### src/rtl/apr_pkg.sv
`default_nettype none
package apr_pkg;

  localparam int NumTagsDef    = 32;
  localparam int FieldCharsDef = 16;

  localparam logic signed [31:0] TxOffsetRst  = -32'sd19661;
  localparam logic [15:0]        TimeoutRst   = 16'd1000;
  localparam logic [31:0]        RyLimit      = 32'd11796480;  // 180.0 in Q16.16
  localparam logic [31:0]        RyWrap       = 32'd23592960;  // 360.0 in Q16.16
  localparam logic [16:0]        IpMax        = 17'd100000;

  localparam logic [7:0] ChStart = 8'h74;  // 't'
  localparam logic [7:0] ChComma = 8'h2C;
  localparam logic [7:0] ChNl    = 8'h0A;
  localparam logic [7:0] ChPlus  = 8'h2B;
  localparam logic [7:0] ChMinus = 8'h2D;
  localparam logic [7:0] ChDot   = 8'h2E;
  localparam logic [7:0] ChSpace = 8'h20;

  localparam logic OpChar = 1'b0;
  localparam logic OpTick = 1'b1;

  localparam logic CfgTxOffset = 1'b0;
  localparam logic CfgTimeout  = 1'b1;

  typedef enum logic [3:0] {
    ST_IDLE,
    ST_WS,
    ST_SIGN,
    ST_INT,
    ST_DOT,
    ST_FSCAN,
    ST_FRAC,
    ST_STORE,
    ST_POSE,
    ST_AGE,
    ST_OUT
  } state_t;

  function automatic logic is_digit(input logic [7:0] c);
    return (c >= 8'h30) && (c <= 8'h39);
  endfunction

  function automatic logic is_ws(input logic [7:0] c);
    return (c == ChSpace) || (c == 8'd9) || (c == 8'd11) || (c == 8'd12) ||
           (c == 8'd13);
  endfunction

endpackage
`default_nettype wire

### src/rtl/apr_ram.sv
`default_nettype none
module apr_ram #(
  parameter int Width = 8,
  parameter int Depth = 16
) (
  input  wire logic                     clk,
  input  wire logic                     we,
  input  wire logic [$clog2(Depth)-1:0] waddr,
  input  wire logic [Width-1:0]         wdata,
  input  wire logic [$clog2(Depth)-1:0] raddr,
  output logic      [Width-1:0]         rdata
);
  logic [Width-1:0] mem [Depth];

  always_ff @(posedge clk) begin
    if (we) begin
      mem[waddr] <= wdata;
    end
    rdata <= mem[raddr];
  end
endmodule
`default_nettype wire

### src/rtl/ascii_pose_record_parser.sv
`default_nettype none
// ASCII pose record parser. Takes one transaction per received character or
// millisecond tick and returns exactly one result transaction for each. A
// record is 't', seven comma-separated decimals (id, tx, ty, tz, rx, ry, rz)
// and a newline; fields become Q16.16. A comma or newline converts the
// buffered field by walking the character RAM one character per cycle, a
// newline that completes a record adds a pose update step, and a tick walks
// the tag table one tag per cycle. The block is busy (in_stall high) until
// its result is taken.
module ascii_pose_record_parser
  import apr_pkg::*;
#(
  parameter int NUM_TAGS    = apr_pkg::NumTagsDef,
  parameter int FIELD_CHARS = apr_pkg::FieldCharsDef
) (
  input  wire logic               clk,
  input  wire logic               rst_n,
  input  wire logic               in_valid,
  output logic                    in_stall,
  input  wire logic               in_op,
  input  wire logic [7:0]         in_rx_byte,
  output logic                    out_valid,
  input  wire logic               out_stall,
  output logic                    out_pose_valid,
  output logic [4:0]              out_tag_id,
  output logic signed [31:0]      out_pos_x,
  output logic signed [31:0]      out_pos_y,
  output logic signed [31:0]      out_pos_z,
  output logic signed [31:0]      out_rot_x,
  output logic signed [31:0]      out_rot_y,
  output logic signed [31:0]      out_rot_z,
  output logic                    out_tracking,
  input  wire logic               cfg_valid,
  output logic                    cfg_ready,
  input  wire logic               cfg_index,
  input  wire logic [31:0]        cfg_data
);
  localparam int CW = $clog2(FIELD_CHARS);
  localparam int TW = (NUM_TAGS > 1) ? $clog2(NUM_TAGS) : 1;
  localparam int KW = CW + 1;
  localparam logic [CW-1:0] CntMax = CW'(FIELD_CHARS - 1);
  // ceil(2^23 / 10): exact divide by ten for operands below 2^22
  localparam logic [40:0] Recip10 = 41'd838861;

  state_t state_r, state_nxt;

  logic signed [31:0] tx_offset_r;
  logic [15:0]        timeout_r;
  logic               in_record_r, in_record_nxt;
  logic [2:0]         fnum_r, fnum_nxt;
  logic [CW-1:0]      ccount_r, ccount_nxt;
  logic [31:0]        fval_r [7];
  logic [NUM_TAGS-1:0] det_r;
  logic [31:0]        seen_r [NUM_TAGS];
  logic [31:0]        now_r;
  logic [4:0]         last_r;
  logic [TW-1:0]      last_idx_r;
  logic               op_r;
  logic [7:0]         ch_r;

  // conversion datapath
  logic [KW-1:0]      idx_r, idx_nxt;   // scan pointer into field chars
  logic [KW-1:0]      fe_r, fe_nxt;     // fraction end
  logic [KW-1:0]      fs_r, fs_nxt;     // fraction start
  logic               neg_r, neg_nxt;
  logic [16:0]        ip_r, ip_nxt;
  logic [16:0]        carry_r, carry_nxt;
  logic [TW-1:0]      tag_r, tag_nxt;

  logic [CW-1:0] raddr;
  logic [7:0]    rdata;
  logic          ram_we;

  apr_ram #(.Width(8), .Depth(FIELD_CHARS)) u_chars (
    .clk  (clk),
    .we   (ram_we),
    .waddr(ccount_r),
    .wdata(ch_r),
    .raddr(raddr),
    .rdata(rdata)
  );

  logic [KW-1:0] n_chars;
  assign n_chars = {1'b0, ccount_r};

  // result register
  logic        out_valid_r;
  logic        pv_r;
  logic [4:0]  tid_r;
  logic [31:0] px_r, py_r, pz_r, rx_r, ry_r, rz_r;

  logic        accept;
  assign accept   = in_valid && !in_stall;
  assign in_stall = (state_r != ST_IDLE);
  assign cfg_ready = (state_r == ST_IDLE);

  // shared magnitude math
  logic [20:0] ip_mul;
  logic [20:0] frac_t;
  logic [40:0] frac_p;
  logic [32:0] mag;
  logic [31:0] conv;
  logic [3:0]  dig;
  assign dig    = rdata[3:0];
  assign ip_mul = ({4'd0, ip_r} << 3) + ({4'd0, ip_r} << 1) + 21'(dig);
  assign frac_t = {1'b0, dig, 16'd0} + {4'd0, carry_r};
  // frac_t / 10 by reciprocal multiply
  assign frac_p = {20'd0, frac_t} * Recip10;
  assign mag    = {ip_r, 16'd0} + {16'd0, carry_r};
  always_comb begin
    if (neg_r) begin
      conv = (mag > 33'h80000000) ? 32'h80000000 : (32'd0 - mag[31:0]);
    end else begin
      conv = (mag > 33'h7FFFFFFF) ? 32'h7FFFFFFF : mag[31:0];
    end
  end

  // id rounding, ry wrap, tx offset
  logic signed [31:0] v0;
  logic [15:0]        rnd_pos, rnd_neg;
  logic               id_ok;
  logic [32:0]        negv;
  assign v0      = fval_r[0];
  assign negv    = 33'd0 - {v0[31], v0};
  assign rnd_pos = 16'(({1'b0, v0} + 33'h8000) >> 16);
  assign rnd_neg = 16'((negv + 33'h8000) >> 16);
  assign id_ok   = v0[31] ? (rnd_neg == 16'd0) : ({16'd0, rnd_pos} < 32'(NUM_TAGS));
  logic signed [32:0] sx;
  logic [31:0]        sat_x;
  assign sx = {fval_r[1][31], fval_r[1]} + {tx_offset_r[31], tx_offset_r};
  assign sat_x = (sx[32] != sx[31]) ? (sx[32] ? 32'h80000000 : 32'h7FFFFFFF) : sx[31:0];
  logic [31:0] ry_w;
  assign ry_w = ($signed(fval_r[5]) > $signed(RyLimit)) ? fval_r[5] - RyWrap : fval_r[5];
  logic [TW-1:0] id_idx;
  assign id_idx = TW'(rnd_pos);
  logic [31:0] age;
  assign age = now_r - seen_r[tag_r];

  // sequencer
  logic store_en, pose_en, age_en, res_load;
  always_comb begin
    state_nxt     = state_r;
    in_record_nxt = in_record_r;
    fnum_nxt      = fnum_r;
    ccount_nxt    = ccount_r;
    idx_nxt       = idx_r;
    fe_nxt        = fe_r;
    fs_nxt        = fs_r;
    neg_nxt       = neg_r;
    ip_nxt        = ip_r;
    carry_nxt     = carry_r;
    tag_nxt       = tag_r;
    raddr         = idx_r[CW-1:0];
    ram_we        = 1'b0;
    store_en      = 1'b0;
    pose_en       = 1'b0;
    age_en        = 1'b0;
    res_load      = 1'b0;
    case (state_r)
      ST_IDLE: begin
        if (accept) begin
          raddr   = '0;
          idx_nxt = '0;
          neg_nxt = 1'b0;
          ip_nxt  = '0;
          carry_nxt = '0;
          tag_nxt = '0;
          if (in_op == OpTick) begin
            state_nxt = ST_AGE;
          end else if (in_rx_byte == ChNl ||
                       (in_record_r && in_rx_byte == ChComma)) begin
            state_nxt = ST_WS;
          end else begin
            state_nxt = ST_OUT;
          end
        end
      end
      ST_WS: begin
        if (idx_r < n_chars && is_ws(rdata)) begin
          idx_nxt = idx_r + 1'b1;
          raddr   = CW'(idx_r + 1'b1);
        end else begin
          state_nxt = ST_SIGN;
          raddr     = idx_r[CW-1:0];
        end
      end
      ST_SIGN: begin
        if (idx_r < n_chars && (rdata == ChPlus || rdata == ChMinus)) begin
          neg_nxt = (rdata == ChMinus);
          idx_nxt = idx_r + 1'b1;
          raddr   = CW'(idx_r + 1'b1);
        end
        state_nxt = ST_INT;
      end
      ST_INT: begin
        if (idx_r < n_chars && is_digit(rdata)) begin
          ip_nxt  = (ip_mul > {4'd0, IpMax}) ? IpMax : ip_mul[16:0];
          idx_nxt = idx_r + 1'b1;
          raddr   = CW'(idx_r + 1'b1);
        end else begin
          fs_nxt = idx_r;
          fe_nxt = idx_r;
          if (idx_r < n_chars && rdata == ChDot) begin
            idx_nxt = idx_r + 1'b1;
            fs_nxt  = idx_r + 1'b1;
            fe_nxt  = idx_r + 1'b1;
            raddr   = CW'(idx_r + 1'b1);
            state_nxt = ST_FSCAN;
          end else begin
            state_nxt = ST_STORE;
          end
        end
      end
      ST_FSCAN: begin
        if (idx_r < n_chars && is_digit(rdata)) begin
          idx_nxt = idx_r + 1'b1;
          fe_nxt  = idx_r + 1'b1;
          raddr   = CW'(idx_r + 1'b1);
        end else begin
          // walk fraction digits from last to first
          idx_nxt = fe_r;
          raddr   = CW'(fe_r - 1'b1);
          state_nxt = ST_FRAC;
        end
      end
      ST_FRAC: begin
        if (idx_r > fs_r) begin
          carry_nxt = frac_p[39:23];
          idx_nxt   = idx_r - 1'b1;
          raddr     = CW'(idx_r - 2'd2);
        end else begin
          state_nxt = ST_STORE;
        end
      end
      ST_STORE: begin
        store_en = 1'b1;
        if (ch_r == ChNl) begin
          state_nxt     = (fnum_r == 3'd6) ? ST_POSE : ST_OUT;
          in_record_nxt = 1'b0;
          fnum_nxt      = '0;
          ccount_nxt    = '0;
        end else begin
          ccount_nxt = '0;
          if (fnum_r < 3'd7) fnum_nxt = fnum_r + 3'd1;
          state_nxt = ST_OUT;
        end
      end
      ST_POSE: begin
        pose_en   = id_ok;
        state_nxt = ST_OUT;
      end
      ST_AGE: begin
        age_en = 1'b1;
        if (tag_r == TW'(NUM_TAGS - 1)) state_nxt = ST_OUT;
        else tag_nxt = tag_r + 1'b1;
      end
      ST_OUT: begin
        // plain character bookkeeping on the first pass
        if (!out_valid_r && !res_load) begin
          res_load = 1'b1;
          if (op_r == OpChar && ch_r != ChNl && ch_r != ChComma) begin
            if (!in_record_r) begin
              if (ch_r == ChStart) in_record_nxt = 1'b1;
            end else begin
              ram_we     = 1'b1;
              ccount_nxt = (ccount_r == CntMax) ? CntMax : ccount_r + 1'b1;
            end
          end else if (op_r == OpChar && ch_r == ChComma && !in_record_r) begin
            // comma while waiting is ignored
          end
        end
        if (out_valid_r && !out_stall) state_nxt = ST_IDLE;
      end
      default: state_nxt = ST_IDLE;
    endcase
  end

  // control registers
  always_ff @(posedge clk) begin
    if (!rst_n) begin
      state_r     <= ST_IDLE;
      in_record_r <= 1'b0;
      fnum_r      <= '0;
      ccount_r    <= '0;
      det_r       <= '0;
      now_r       <= '0;
      last_r      <= '0;
      last_idx_r  <= '0;
      out_valid_r <= 1'b0;
      tx_offset_r <= TxOffsetRst;
      timeout_r   <= TimeoutRst;
      for (int i = 0; i < 7; i++) fval_r[i] <= '0;
      for (int i = 0; i < NUM_TAGS; i++) seen_r[i] <= '0;
    end else begin
      state_r     <= state_nxt;
      in_record_r <= in_record_nxt;
      fnum_r      <= fnum_nxt;
      ccount_r    <= ccount_nxt;
      if (cfg_valid && cfg_ready) begin
        if (cfg_index == CfgTxOffset) tx_offset_r <= cfg_data;
        else timeout_r <= cfg_data[15:0];
      end
      if (accept && in_op == OpTick) now_r <= now_r + 32'd1;
      if (store_en && fnum_r < 3'd7) fval_r[fnum_r] <= conv;
      if (pose_en) begin
        det_r[id_idx]  <= 1'b1;
        seen_r[id_idx] <= now_r;
        last_r         <= 5'(rnd_pos);
        last_idx_r     <= id_idx;
      end
      if (age_en && age > {16'd0, timeout_r}) det_r[tag_r] <= 1'b0;
      if (res_load) out_valid_r <= 1'b1;
      else if (out_valid_r && !out_stall) out_valid_r <= 1'b0;
    end
  end

  // datapath registers
  always_ff @(posedge clk) begin
    if (accept) begin
      op_r <= in_op;
      ch_r <= in_rx_byte;
    end
    idx_r   <= idx_nxt;
    fe_r    <= fe_nxt;
    fs_r    <= fs_nxt;
    neg_r   <= neg_nxt;
    ip_r    <= ip_nxt;
    carry_r <= carry_nxt;
    tag_r   <= tag_nxt;
    if (state_r == ST_IDLE && accept) pv_r <= 1'b0;
    if (pose_en) begin
      pv_r  <= 1'b1;
      tid_r <= 5'(rnd_pos);
      px_r  <= sat_x;
      py_r  <= fval_r[2];
      pz_r  <= fval_r[3];
      rx_r  <= fval_r[4];
      ry_r  <= ry_w;
      rz_r  <= fval_r[6];
    end
  end

  logic last_in_range;
  assign last_in_range = ({27'd0, last_r} < 32'(NUM_TAGS));

  assign out_valid      = out_valid_r;
  assign out_pose_valid = pv_r;
  assign out_tag_id     = pv_r ? tid_r : 5'd0;
  assign out_pos_x      = pv_r ? px_r : 32'd0;
  assign out_pos_y      = pv_r ? py_r : 32'd0;
  assign out_pos_z      = pv_r ? pz_r : 32'd0;
  assign out_rot_x      = pv_r ? rx_r : 32'd0;
  assign out_rot_y      = pv_r ? ry_r : 32'd0;
  assign out_rot_z      = pv_r ? rz_r : 32'd0;
  assign out_tracking   = last_in_range && det_r[last_idx_r];

`ifndef SYNTHESIS
  a_no_accept_busy: assert property (@(posedge clk) disable iff (!rst_n)
    out_valid |-> in_stall) else $error("input taken while result pending");
  a_fnum_range: assert property (@(posedge clk) disable iff (!rst_n)
    (state_r == ST_IDLE) |-> (fnum_r <= 3'd7)) else $error("field count out of range");
  a_one_result: assert property (@(posedge clk) disable iff (!rst_n)
    (out_valid && !out_stall) |=> !out_valid) else $error("result repeated");
`endif
endmodule
`default_nettype wire

### config.mk
export PLATFORM = sky130hd
export DESIGN_NAME = ascii_pose_record_parser
export DESIGN_NICKNAME = d
export VERILOG_FILES = /design/src/rtl/apr_pkg.sv /design/src/rtl/apr_ram.sv /design/src/rtl/ascii_pose_record_parser.sv
export SDC_FILE = /design/constraint.sdc
export NUM_CORES = 2
export LEC_CHECK = 0
export BUFFER_PORTS_ARGS = -buffer_cell sky130_fd_sc_hd__buf_2
export CORE_UTILIZATION = 60
export DETAILED_ROUTE_END_ITERATION = 8
export HOLD_SLACK_MARGIN = 0.06
export PLACE_DENSITY_LB_ADDON = 0.25
export SLEW_MARGIN = 20
export SYNTH_ARGS = -nofsm -noshare
export SYNTH_HDL_FRONTEND = slang
export SYNTH_SLANG_ARGS = --single-unit
### constraint.sdc
create_clock -name clk -period 14.4 [get_ports clk]
set_clock_uncertainty 0.15 [all_clocks]
set_input_delay 1.44 -clock clk [delete_from_list [all_inputs] [get_ports clk]]
set_output_delay 1.44 -clock clk [all_outputs]
set_load 0.03 [all_outputs]
==> out/qor.csv <==
metric,value,unit
drt_wl_total,245000,um
top_usage_layer,met2,
gr-usage-met1,0.457,
place_hpwl,153000,um
post_cts_buffers,0,
synth_seq_area_share,0.580,
overflow,0,
synth_edf_count,1605,
fmax,0.127,GHz
synth_xor_area_frac,0.0186,
ff2ff_setup_slack,6550,ps
r2r-start,carry_r[16],
grt_pass1_vias,56700,
final_cell_mix,"edfxtp_1 (1,605), nor2_1 (1,109), and2_1 (496)",
use_met2,0.507,
syn_area,89200,sq um
clk_pin_slew,60,ps
grtUsageTotal,0.326,
row_count,141,
io_pins,249,
setup_violations,0,
dieWidth,388,um
die_area,150000,sq um
synthSimpleGateAreaFrac,0.131,
critPathArrivalTime,8260,ps
die_h,388,um
status,completed,
avgRoutedWirePerCell,26.9,um
ff2ff_path_depth,25,
synth_flop_cell,edfxtp_1,
io_buffer_count,248,
report.final.hold_viol_count,0,
rsz0062_at_grt,no,
whs_path_depth,0,
yosys_warnings,0,
async_flop_share,0,
fillCellCount,10500,
grt_pass1_wl,362000,um
hp-class,flop to flop,
drv_slew,0,
cts_max_path_buffers,3,
min_period,7850,ps
initial_core_util,0.604,
grt_max_degree,151,
h-tree-depth,4,
synthAdderAreaFrac,0.0832,
cts_root_buffer,clkbuf_16,
synth_area_per_cell,12.9,sq um
synth_cell_type_count,96,
ys_seq_elements,1781,
drive_gt1_frac,0.146,
drt_iter0_markers,6960,
firstDrtPassIters,7,
clk_latency,840,ps
criticalPathCategory,flop to flop,
ant_nets,0,
critPathCaptureType,flop,
hp-start,fval_r[4][11],
path_max_fanout,4,
syn_inst,6898,
synthMuxAreaShare,0.103,
synth_compound_area_frac,0.0513,
cts_hold_buf,0,
final_core_util,0.665,
design.core.area,148000,sq um
period_share,0.545,
drc_errors,0,
place_congestion,0.923,
tns,0,ps
via_per_inst,6.38,
synth_fp_nets,7449,
cts_buffers,181,
synth_top_family_by_area,simple AND/OR/NAND/NOR gates,
slew-limit-headroom,0.222,
maxCapViolations,0,
cts_tree,built,
startpoint_type,flop,
nNetsFinal,7579,
holdPathEnd,rx_r[11],
register_area,51700,sq um
grt_antenna_before_repair,3,
layout_commonest_cell,edfxtp_1,
vias,58100,
r2r-end,carry_r[16],
multiInputGateArea,35000,sq um
cp.required,14800,ps
cts_resized,0,
clock_sinks,1781,
areaGrowthSynthToFinish,10.1,%
tightest_slew,1170,ps
use_met3,0.0601,
-- logic make-up (layout without fill, tap and decap cells) --
family	count (synthesis)	count (layout)
and+or+nand+nor	2497	2497
DFF	1781	1781
buffers and inverters	720	1003
AOI/OAI and AO/OA	700	700
adders and majority gates	511	511
muxes	500	500
xor gates and xnor gates	189	189
other	0	3
-- metal layers --
metal | wire length [um] | vias up
li1 | - | 25200
met1 | 94800 | 29000
met2 | 114000 | 3333
met3 | 25800 | 581
met4 | 10400 | 0
met5 | 0 | -
-- cell usage after synthesis, types with 122 or more instances --
cell | number | area share
a21oi_1 | 157 | 0.0088
and2_1 | 498 | 0.035
clkbuf_1 | 286 | 0.012
dfxtp_1 | 176 | 0.040
edfxtp_1 | 1605 | 0.54
fa_1 | 139 | 0.031
ha_1 | 365 | 0.051
inv_1 | 313 | 0.013
mux2i_1 | 160 | 0.018
mux4_2 | 330 | 0.083
nand2_1 | 428 | 0.018
nand3_1 | 122 | 0.0068
nor2_1 | 1112 | 0.047
o21ai_0 | 159 | 0.0089
-- registers in the layout, summed over array words and instances, names as in the netlist, 8 cells and up, named ones only --
register / count
carry_r: 17
ch_r: 8
det_r: 32
fval_r: 224
ip_r: 17
now_r: 32
px_r: 32
py_r: 32
pz_r: 32
rx_r: 32
ry_r: 32
rz_r: 32
seen_r: 1024
timeout_r: 16
tx_offset_r: 32
u_chars.mem: 128
u_chars.rdata: 8
-- critical path: stages, from the launching register on --
cell and delay [ps]:
edfxtp_1 450, ha_1 250, ha_1 230, xor2_1 290, ha_1 380, fa_1 520, ha_1 290, inv_1 60
fa_1 510, inv_1 50, fa_1 460, fa_1 550, inv_1 50, fa_1 500, inv_1 50, ha_1 330
o21ai_0 290, a21oi_1 120, a221o_1 310, a21oi_1 210, o21ai_0 210, o21ai_0 490, a21oi_1 200, o31ai_1 370
nand3_1 110, nor3b_1 150
-- cell type report --
cell class / count / area share
Antenna cell: 3 / 0.0000765
Timing Repair Buffer: 350 / 0.0208
Inverter: 317 / 0.0122
Clock inverter: 97 / 0.00915
Tap cell: 1930 / 0.0246
Sequential cell: 1781 / 0.527
Multi-Input combinational cell: 4397 / 0.356
Clock buffer: 239 / 0.0500
-- how the worst max path moves through the flow --
| stage | from | endpoint |
|---|---|---|
| CTS | carry_r[16] | carry_r[16] |
| global placement | carry_r[16] | carry_r[16] |
| detailed placement | carry_r[16] | carry_r[16] |
| finish | carry_r[16] | carry_r[16] |
| global route | u_chars.rdata[0] | carry_r[16] |
| floorplan | carry_r[16] | carry_r[16] |
-- through the flow --
step	instance area (sq um)	setup WS, ps	hold slack [ps]	cells
detailed placement	92400	6680	255	8775
global route	98200	6000	258	9112
finish	98200	6550	252	9114
CTS	98200	6610	256	9111
floorplan	89200	7460	250	6898
global placement	92300	6720	251	8775
Power is not shown: default switching activity piles up to over one toggle a cycle in this logic, so the estimate is an artifact.
